### src/hdl/chv_pkg.sv
// Chunk header validator: shared types, header layout constants and result packing.
// No dependencies; imported by every module of the block.
package chv_pkg;

    localparam int DATA_W    = 8;
    localparam int VER_W     = 16;
    localparam int COUNT_W   = 16;
    localparam int OFFSET_W  = 20;
    localparam int CODELEN_W = 32;
    localparam int TDATA_W   = 72;

    localparam logic [VER_W-1:0]    VERSION_RESET   = 16'd1;
    localparam logic [OFFSET_W-1:0] FIXED_HEADER    = 20'd8;
    localparam logic [OFFSET_W-1:0] LEN_FIELD_BYTES = 20'd4;

    // "CMBC", byte 0 in the lowest lane
    localparam logic [3:0][DATA_W-1:0] MAGIC = {8'h43, 8'h42, 8'h4D, 8'h43};

    typedef enum logic [1:0] {
        ST_OK          = 2'd0,
        ST_BAD_MAGIC   = 2'd1,
        ST_BAD_VERSION = 2'd2,
        ST_TRUNCATED   = 2'd3
    } t_status;

    typedef struct packed {
        logic              last;
        logic              present;
        logic [DATA_W-1:0] data;
    } t_item;

    // status in the lowest bits
    typedef struct packed {
        logic [CODELEN_W-1:0] code_length;
        logic [OFFSET_W-1:0]  code_offset;
        logic [COUNT_W-1:0]   constant_count;
        t_status              status;
    } t_result;

endpackage

### src/hdl/chv_in_stage.sv
// Chunk header validator: input register for the byte stream.
// Depends on chv_pkg (t_item).
module chv_in_stage (
    input  logic          i_clk,
    input  logic          i_rst_n,
    input  logic          i_valid,
    output logic          o_ready,
    input  chv_pkg::t_item i_item,
    input  logic          i_consume,
    output logic          o_valid,
    output chv_pkg::t_item o_item
);
    import chv_pkg::*;

    logic  r_valid;
    t_item r_item;

    assign o_ready = !r_valid || i_consume;
    assign o_valid = r_valid;
    assign o_item  = r_item;

    always_ff @(posedge i_clk) begin
        if (!i_rst_n) begin
            r_valid <= 1'b0;
        end else if (o_ready) begin
            r_valid <= i_valid;
        end
    end

    always_ff @(posedge i_clk) begin
        if (i_valid && o_ready) begin
            r_item <= i_item;
        end
    end

endmodule

### src/hdl/chv_parser.sv
// Chunk header validator: header field capture, byte position counter and end-of-buffer checks.
// Depends on chv_pkg (layout constants, t_item, t_result).
module chv_parser #(
    parameter int POSITION_BITS = 34
) (
    input  logic               i_clk,
    input  logic               i_rst_n,
    input  logic               i_cfg_wen,
    input  logic [15:0]        i_cfg_wdata,
    input  logic               i_fire,
    input  chv_pkg::t_item     i_item,
    output chv_pkg::t_result   o_result
);
    import chv_pkg::*;

    localparam int P  = POSITION_BITS;
    localparam int SW = ((P > CODELEN_W + 1) ? P : CODELEN_W + 1) + 1;

    logic [VER_W-1:0]     r_expected_version;
    logic [P-1:0]         r_pos, n_pos;
    logic                 r_magic_ok, n_magic_ok;
    logic [VER_W-1:0]     r_version, n_version;
    logic [COUNT_W-1:0]   r_count, n_count;
    logic [CODELEN_W-1:0] r_code, n_code;

    logic                 take;
    logic [OFFSET_W-1:0]  cstart_r;
    logic [P:0]           diff;
    logic [OFFSET_W-1:0]  cstart_n;
    logic [OFFSET_W-1:0]  lend;
    logic [SW-1:0]        need;
    logic                 short_buf;
    logic                 too_long;
    t_status              status;

    assign take     = i_fire && i_item.present && !(&r_pos);
    assign cstart_r = {1'b0, r_count, 3'b000} + FIXED_HEADER;
    assign diff     = {1'b0, r_pos} - (P+1)'(cstart_r);

    always_comb begin
        n_pos      = r_pos;
        n_magic_ok = r_magic_ok;
        n_version  = r_version;
        n_count    = r_count;
        n_code     = r_code;
        if (take) begin
            n_pos = r_pos + 1'b1;
            if (r_pos[P-1:2] == '0) begin
                if (i_item.data != MAGIC[r_pos[1:0]]) begin
                    n_magic_ok = 1'b0;
                end
            end else if (r_pos[P-1:3] == '0) begin
                case (r_pos[1:0])
                    2'd0:    n_version[7:0]  = i_item.data;
                    2'd1:    n_version[15:8] = i_item.data;
                    2'd2:    n_count[7:0]    = i_item.data;
                    default: n_count[15:8]   = i_item.data;
                endcase
            end else if (!diff[P] && diff[P-1:2] == '0) begin
                case (diff[1:0])
                    2'd0:    n_code[7:0]   = i_item.data;
                    2'd1:    n_code[15:8]  = i_item.data;
                    2'd2:    n_code[23:16] = i_item.data;
                    default: n_code[31:24] = i_item.data;
                endcase
            end
        end
    end

    // checks see the buffer including this transfer's byte
    assign cstart_n  = {1'b0, n_count, 3'b000} + FIXED_HEADER;
    assign lend      = cstart_n + LEN_FIELD_BYTES;
    assign need      = SW'(lend) + SW'(n_code);
    assign short_buf = (n_pos[P-1:3] == '0);
    assign too_long  = need > SW'(n_pos);

    always_comb begin
        if (short_buf) begin
            status = ST_TRUNCATED;
        end else if (!n_magic_ok) begin
            status = ST_BAD_MAGIC;
        end else if (n_version != r_expected_version) begin
            status = ST_BAD_VERSION;
        end else if (too_long) begin
            status = ST_TRUNCATED;
        end else begin
            status = ST_OK;
        end
    end

    always_comb begin
        o_result.status = status;
        if (status == ST_OK) begin
            o_result.constant_count = n_count;
            o_result.code_offset    = lend;
            o_result.code_length    = n_code;
        end else begin
            o_result.constant_count = '0;
            o_result.code_offset    = '0;
            o_result.code_length    = '0;
        end
    end

    always_ff @(posedge i_clk) begin
        if (!i_rst_n) begin
            r_expected_version <= VERSION_RESET;
        end else if (i_cfg_wen) begin
            r_expected_version <= i_cfg_wdata;
        end
    end

    always_ff @(posedge i_clk) begin
        if (!i_rst_n || (i_fire && i_item.last)) begin
            r_pos      <= '0;
            r_magic_ok <= 1'b1;
            r_version  <= '0;
            r_count    <= '0;
            r_code     <= '0;
        end else begin
            r_pos      <= n_pos;
            r_magic_ok <= n_magic_ok;
            r_version  <= n_version;
            r_count    <= n_count;
            r_code     <= n_code;
        end
    end

endmodule

### src/hdl/chv_out_stage.sv
// Chunk header validator: result register towards the master side.
// Depends on chv_pkg (t_result, TDATA_W).
module chv_out_stage (
    input  logic                          i_clk,
    input  logic                          i_rst_n,
    input  logic                          i_load,
    input  chv_pkg::t_result              i_result,
    output logic                          o_free,
    output logic                          o_valid,
    input  logic                          i_ready,
    output logic [chv_pkg::TDATA_W-1:0]   o_data
);
    import chv_pkg::*;

    logic    r_valid;
    t_result r_result;

    assign o_free  = !r_valid || i_ready;
    assign o_valid = r_valid;
    assign o_data  = TDATA_W'(r_result);

    always_ff @(posedge i_clk) begin
        if (!i_rst_n) begin
            r_valid <= 1'b0;
        end else if (i_load) begin
            r_valid <= 1'b1;
        end else if (i_ready) begin
            r_valid <= 1'b0;
        end
    end

    always_ff @(posedge i_clk) begin
        if (i_load) begin
            r_result <= i_result;
        end
    end

endmodule

### src/hdl/bytecode_chunk_header_validator_core.sv
// Chunk header validator top level: input register, header parser, result register.
// Depends on chv_pkg, chv_in_stage, chv_parser, chv_out_stage.
//
//  channel   | direction | tdata                                  | tuser        | tlast
//  s_axis    | in        | [7:0] data_byte                        | byte_present | end_of_buffer
//  m_axis    | out       | [1:0] status [17:2] constant_count     | -            | -
//            |           | [37:18] code_offset [69:38] code_length|              |
//  cfg       | in        | i_cfg_wdata = expected_version, written when i_cfg_wen is high
//
// One byte transfer per cycle unless a result stalls; an item with tlast waits in the
// input register until the result register is free, which then offers its result.
// Synchronous active-low reset clears the pipeline, the header state and sets
// expected_version to 1. A stalled result holds the item with tlast in the input
// register; transfers without tlast keep flowing while a result waits.
module bytecode_chunk_header_validator_core #(
    parameter int POSITION_BITS = 34
) (
    input  logic                        i_clk,
    input  logic                        i_rst_n,
    input  logic                        i_s_axis_tvalid,
    output logic                        o_s_axis_tready,
    input  logic [7:0]                  i_s_axis_tdata,  // [7:0] data_byte
    input  logic                        i_s_axis_tuser,  // byte_present
    input  logic                        i_s_axis_tlast,
    output logic                        o_m_axis_tvalid,
    input  logic                        i_m_axis_tready,
    output logic [chv_pkg::TDATA_W-1:0] o_m_axis_tdata,  // status, constant_count,
                                                         // code_offset, code_length, pad
    input  logic                        i_cfg_wen,
    input  logic [15:0]                 i_cfg_wdata
);
    import chv_pkg::*;

    t_item   s_item;
    t_item   in_item;
    logic    in_valid;
    logic    out_free;
    logic    consume;
    t_result result;

    assign s_item  = '{last: i_s_axis_tlast, present: i_s_axis_tuser, data: i_s_axis_tdata};
    assign consume = in_valid && (!in_item.last || out_free);

    chv_in_stage u_in (
        .i_clk     (i_clk),
        .i_rst_n   (i_rst_n),
        .i_valid   (i_s_axis_tvalid),
        .o_ready   (o_s_axis_tready),
        .i_item    (s_item),
        .i_consume (consume),
        .o_valid   (in_valid),
        .o_item    (in_item)
    );

    chv_parser #(
        .POSITION_BITS (POSITION_BITS)
    ) u_parser (
        .i_clk       (i_clk),
        .i_rst_n     (i_rst_n),
        .i_cfg_wen   (i_cfg_wen),
        .i_cfg_wdata (i_cfg_wdata),
        .i_fire      (consume),
        .i_item      (in_item),
        .o_result    (result)
    );

    chv_out_stage u_out (
        .i_clk    (i_clk),
        .i_rst_n  (i_rst_n),
        .i_load   (consume && in_item.last),
        .i_result (result),
        .o_free   (out_free),
        .o_valid  (o_m_axis_tvalid),
        .i_ready  (i_m_axis_tready),
        .o_data   (o_m_axis_tdata)
    );

endmodule

### config.mk
export PLATFORM = sky130hd
export DESIGN_NAME = bytecode_chunk_header_validator_core
export DESIGN_NICKNAME = d
export VERILOG_FILES = /design/src/hdl/chv_pkg.sv /design/src/hdl/chv_in_stage.sv /design/src/hdl/chv_parser.sv /design/src/hdl/chv_out_stage.sv /design/src/hdl/bytecode_chunk_header_validator_core.sv
export SDC_FILE = /design/constraint.sdc
export NUM_CORES = 1
export LEC_CHECK = 0
export BUFFER_PORTS_ARGS = -buffer_cell sky130_fd_sc_hd__buf_2
export CORE_AREA = 2 2 171 173
export DETAILED_ROUTE_END_ITERATION = 10
export DIE_AREA = 0 0 173 175
export PLACE_DENSITY = 0.67
export SLEW_MARGIN = 0
export SYNTH_ARGS = -nofsm -noshare
export SYNTH_HDL_FRONTEND = slang
export SYNTH_SLANG_ARGS = --single-unit
### constraint.sdc
create_clock -name i_clk -period 20.5 [get_ports i_clk]
set_clock_uncertainty 0.05 [all_clocks]
set_input_delay 2.05 -clock i_clk [delete_from_list [all_inputs] [get_ports i_clk]]
set_output_delay 2.05 -clock i_clk [all_outputs]
set_load 0.005 [all_outputs]
==> metrics.cfg, run 1 <==
[outcome]
status=completed

[critical_path]
r2r_setup_slack_ps=9290
cpMostUsedCell=a21o_1
r2r_cells=40
crit_type=reg2reg
cp.required_ps=20770
path_buf_inv=3
setup.worst_path.start_class=flop
worst_ep_arrival_time_ps=11470
r2r_start=u_parser.r_pos[16]$_SDFF_PP0_
critical-path-top-delay-family=compound AO/OA/AOI/OAI gates
crit_fanout=52
max_stage_delay_ps=670
regToRegEndpoint=u_out.o_data[30]$_SDFFCE_PP0P_
crit_slowest_cell=nand2_2
worstSetupEndpointType=flop

[floorplan]
core_area_sq_um=28400
die_h_microns=175
start_util=0.442
die_area_sq_um=30300
pin_count=105
fp.dieW_microns=173
placementRows=62

[cts]
cts_buffers=17
clock-sinks=195
h-tree-depth=4
cts_tree=done
post-cts-setup-buffers=0
ctsHoldBuffers=0
cts_resized=0
clk_path_buf_depth=2
clkLatencyLatePin_ps=450
clk_pin_slew_ps=90
cts_root_buf=clkbuf_16

[yosys]
syn_inst=1370
yosysWarnings=0
synth_common_cells=187 x nor2_1, 117 x dfxtp_1, 92 x mux2i_1
synthFlopType=dfxtp_1
synth_edf_count=78
netlist-cell-type-count=89
yosysMostFrequentCell=nor2_1
yosys.area.top_type=dfxtp_1
yosysSeqAreaShare=0.373
async_reset_ff_frac=0
yosysTopAreaCellShare=0.187
netlist_area_sq_um=12600
avgSynthCellArea_sq_um=9.17
synthTopCellsByArea=dfxtp_1 19%, edfxtp_1 19%, ha_1 9.1%
ys_seq_elements=195

[detailed_routing]
wirelength_microns=35100
drtAntennaViolNets=0
vias_per_cell=5.66
drc=0
vias=10400
dr.pass1.iters=7
drt-initial-drc-count=937
wl_per_cell_microns=19.2

[pwr]
cellLeakagePower_nw=6.19
power_mw=0.786
ir_drop_uv=44.0
powerDensity_nw_per_um2=56.4

[min_path]
hold-path-endpoint=u_parser.r_expected_version[0]$_SDFFE_PN1P_
hold_path.class=reg2reg
hold_path_depth=2
min_from=u_parser.r_expected_version[0]$_SDFFE_PN1P_

[finish]
final_cell_area_sq_um=13900
antenna_cells=0
syn_to_final_growth_pct=11.0
drive_gt1_frac=0.131
fillers=2705
nets=1555

[global_routing]
grt_pass1_wl_microns=55000
grt_max_degree=73
grt_overflow_total=0
grtUsageTotal=0.231
grt_antenna_before_repair=0
grt_pass1_vias=9779

[sta]
finalSetupViolCount=0
rsz0062_at_grt=false
fmax_mhz=89.2
slew_violations=0
fin_crit_sh=0.547
period_needed_ps=11210
hold_violations=0
tns_ps=0
slew_headroom=0.284
worst_pin_slew_ps=1070

[placement]
postPlaceCellArea_sq_um=13300
dpl.hpwl_microns=26700
portBuffers=100
routabilityCongestion=0.942

[job]
maxCapViolations=0

==> worst max-delay path by stage <==
stage                                     endpoint                          start  cells past startpoint  slack (ps)
global placement    u_out.o_data[30]$_SDFFCE_PP0P_                i_m_axis_tready                     35        9580
CTS                 u_out.o_data[30]$_SDFFCE_PP0P_  u_parser.r_pos[16]$_SDFF_PP0_                     40        9440
global route        u_out.o_data[30]$_SDFFCE_PP0P_  u_parser.r_pos[16]$_SDFF_PP0_                     40        8470
detailed placement  u_out.o_data[30]$_SDFFCE_PP0P_                i_m_axis_tready                     35        9380
finish              u_out.o_data[30]$_SDFFCE_PP0P_  u_parser.r_pos[16]$_SDFF_PP0_                     40        9290
floorplan           u_out.o_data[12]$_SDFFCE_PP0P_                i_m_axis_tready                     37       11870
==> cells by family after synthesis <==
logic type,synth area share
multiplexers,0.0787
buffers and inverters,0.0534
XOR/XNOR,0.0739
other,0.000299
adder cells (fa/ha/maj),0.0923
AND/OR/NAND/NOR,0.212
AO/OA/AOI/OAI,0.117
flip-flops,0.373
==> report_power, final <==
group / internal [mW] / switching [mW]
Combinational: 0.0128 / 0.0217
Clock: 0.171 / 0.166
Sequential: 0.410 / 0.00395
Total: 0.594 / 0.192
==> metrics by stage <==
stage | setup WS, ps | std cells | hold WS [ps] | utilization
after global placement | 9580 | 1797 | 433 | 0.469
after detailed placement | 9380 | 1797 | 458 | 0.469
after CTS | 9440 | 1829 | 479 | 0.491
after global routing | 8470 | 1829 | 502 | 0.491
after floorplan | 11870 | 1373 | 404 | -
final | 9290 | 1829 | 473 | 0.491
==> cell usage in the layout (no fill, tap or decap), types with 39 or more instances in the layout <==
| cell | count |
|---|---|
| nor2_1 | 186 |
| nand3_1 | 39 |
| inv_1 | 85 |
| buf_2 | 100 |
| mux2i_1 | 92 |
| a21oi_1 | 41 |
| edfxtp_1 | 78 |
| xnor2_1 | 71 |
| ha_1 | 91 |
| dfxtp_1 | 117 |
| nand2_1 | 68 |
==> final cells by class <==
cell class                 instances  area (sq um)  share of cell area
tap                              384           480              0.0345
timing repair buffer             114           606              0.0435
multi-input combinational       1019          7240               0.519
clock buffer                      18           450              0.0323
sequential                       195          4680               0.336
clock inverter                    14           160              0.0115
inverter                          85           319              0.0229
==> state kept, by name, summed over array words and instances, names as in the netlist <==
name,cells
u_out.o_data,68
u_parser.r_pos,34
u_parser.r_code,32
u_parser.r_count,16
u_parser.r_expected_version,16
u_parser.r_version,16
u_in.o_item,10
u_in.o_valid,1
u_out.o_valid,1
u_parser.r_magic_ok,1
==> worst register-to-register path: cells and delay by family (launching register included) <==
family          cells  cell delay, ps
compound gates     24            4950
xor+xnor            1             220
fa+ha+maj           4            1520
buf+inv             3             330
flops               1             580
mux                 1             500
simple gates        7            2930
==> routing by layer <==
layer | share of wire | GRT usage
met1 | 0.44 | 0.319
met2 | 0.46 | 0.377
met3 | 0.073 | 0.0392
met4 | 0.019 | 0.0533
met5 | 0 | 0
Note: power is estimated with default switching activity, not from simulation.
==> run 2, diff against run 1 <==
==> constraint.sdc (replaced) <==
create_clock -name i_clk -period 11.13 [get_ports i_clk]
set_clock_uncertainty 0.05 [all_clocks]
set_input_delay 1.113 -clock i_clk [delete_from_list [all_inputs] [get_ports i_clk]]
set_output_delay 1.113 -clock i_clk [all_outputs]
set_load 0.005 [all_outputs]
==> run 2 against run 1 <==
Against the previous run: clock-buffer cell count down 1; global-route usage up 0.12 points; sequential share of layout area about the same; combinational power up 88%; die area unchanged; non-clock buffer count up 5; fmax up 7.5%; critical endpoint is now u_out.o_data[61]$_SDFFCE_PP0P_.
==> metrics.cfg, run 2 (same netlist as run 1, synthesis figures left out) <==
[detailed_routing]
vias=10400
dr.pass1.iters=6
drc=0
wl_per_cell_microns=19.4
vias_per_cell=5.69
drt-initial-drc-count=1000
drtAntennaViolNets=0
wirelength_microns=35500

[placement]
portBuffers=100
postPlaceCellArea_sq_um=13400
dp.cells=1802
routabilityCongestion=0.977
dpl.hpwl_microns=26900

[pwr]
cellLeakagePower_nw=6.21
ir_drop_uv=82.5
powerDensity_nw_per_um2=102

[global_routing]
grt_overflow_total=0
grt_max_degree=69
grt_pass1_wl_microns=55000
grt_pass1_vias=9753
grtUsageTotal=0.232
grt_antenna_before_repair=0

[sta]
slew_headroom=0.291
slew_violations=0
fmax_mhz=95.9
tns_ps=0
finalSetupViolCount=0
fin_crit_sh=0.937
period_needed_ps=10430
hold_ws_ps=467
rsz0062_at_grt=false
hold_violations=0
worst_pin_slew_ps=1060

[finish]
final_cells=1834
antenna_cells=0
fin_util=0.491
mostFrequentLayoutCell=nor2_1
drive_gt1_frac=0.135
syn_to_final_growth_pct=11.1
final_cell_mix=186 x nor2_1, 117 x dfxtp_1, 100 x buf_2
final_cell_area_sq_um=14000
nets=1560
largest_reg_flops=68

[critical_path]
crit_start=u_parser.r_pos[16]$_SDFF_PP0_
crit_slowest_cell=dfxtp_1
cp.required_ps=11370
crit_type=reg2reg
worstSetupEndpointType=flop
worst_ep_arrival_time_ps=10670
max_stage_delay_ps=570
regToRegEndpoint=u_out.o_data[61]$_SDFFCE_PP0P_
cpMostUsedCell=a21o_1
setup.worst_path.start_class=flop
r2r_setup_slack_ps=700
setup.worst_path.end=u_out.o_data[61]$_SDFFCE_PP0P_
crit_fanout=35
r2r_cells=41
r2r_start=u_parser.r_pos[16]$_SDFF_PP0_

[cts]
ctsHoldBuffers=0
cts_tree=done
cts_root_buf=clkbuf_16
clock-sinks=195
post-cts-setup-buffers=0
h-tree-depth=4
clk_path_buf_depth=2
clkLatencyLatePin_ps=450
cts_buffers=17
clk_pin_slew_ps=80

[floorplan]
die_h_microns=175
placementRows=62
core_area_sq_um=28400
start_util=0.442
pin_count=105
die_area_sq_um=30300
fp.dieW_microns=173

[outcome]
status=completed

[min_path]
hold_path.class=reg2reg

[job]
maxCapViolations=0

==> run 2: changes by cell type in the layout (fill, tap and decap cells not counted) <==
cell,change
o21ai_0,-1
buf_4,+5
a221oi_1,-1
clkinv_8,-3
inv_8,+2
clkinv_2,+1
nand3_1,-1
clkinvlp_4,-1
a221oi_2,+1
clkbuf_16,-1
o21ai_1,+1
nand3_4,+1
inv_4,+2
==> run 2: timing repair <==
action                                  CTS  global route
endpoints found under the setup margin    0            67
hold endpoints to repair                  0             0
gates resized for setup                   0             4
==> run 2: critical path: cells and delay by family, from the launching register on <==
kind,cells,cell delay (ps)
AOI/OAI and AO/OA,24,5120
xor gates and xnor gates,1,220
adders and majority gates,4,1480
buffers and inverters,4,650
DFF,1,570
and+or+nand+nor,7,1780
muxes,1,350
==> run 2: worst min path at each step <==
stage	slack, ps	start	depth (start not counted)	to
5_1_grt	500	u_parser.r_expected_version[0]$_SDFFE_PN1P_	2	u_parser.r_expected_version[0]$_SDFFE_PN1P_
4_1_cts	460	u_parser.r_expected_version[0]$_SDFFE_PN1P_	2	u_parser.r_expected_version[0]$_SDFFE_PN1P_
3_5_place_dp	430	u_parser.r_expected_version[0]$_SDFFE_PN1P_	2	u_parser.r_expected_version[0]$_SDFFE_PN1P_
6_report	470	u_parser.r_expected_version[0]$_SDFFE_PN1P_	2	u_parser.r_expected_version[0]$_SDFFE_PN1P_
3_3_place_gp	430	u_parser.r_expected_version[0]$_SDFFE_PN1P_	2	u_parser.r_expected_version[0]$_SDFFE_PN1P_
2_1_floorplan	400	u_parser.r_magic_ok$_SDFF_PP1_	2	u_parser.r_magic_ok$_SDFF_PP1_
==> run 2: layout make-up <==
class / instances / area, sq um
Fill cell: 2768 / 14400
Multi-Input combinational cell: 1019 / 7260
Sequential cell: 195 / 4680
Timing Repair Buffer: 119 / 643
Tap cell: 384 / 480
Clock buffer: 17 / 425
Inverter: 85 / 319
Clock inverter: 15 / 144
==> run 2: power breakdown <==
| part | internal, mW | switching, mW | leakage, nW |
|---|---|---|---|
| combinational | 0.0239 | 0.0412 | 4.34 |
| clock | 0.298 | 0.302 | 0.286 |
| sequential | 0.755 | 0.00607 | 1.58 |
==> run 2: routing by layer <==
metal | GRT usage | vias up | share of wire
met5 | 0 | - | 0
met4 | 0.0558 | 0 | 0.018
met2 | 0.389 | 413 | 0.48
met3 | 0.0357 | 44 | 0.068
li1 | - | 5013 | -
met1 | 0.315 | 4963 | 0.44
==> run 2: through the flow <==
stage | total power [mW] | worst slack, ps
after floorplan | 0.813 | 2700
after global placement | 0.841 | 698
after detailed placement | 0.842 | 425
after CTS | 1.43 | 326
after global routing | 1.47 | 13.7
final | 1.43 | 701
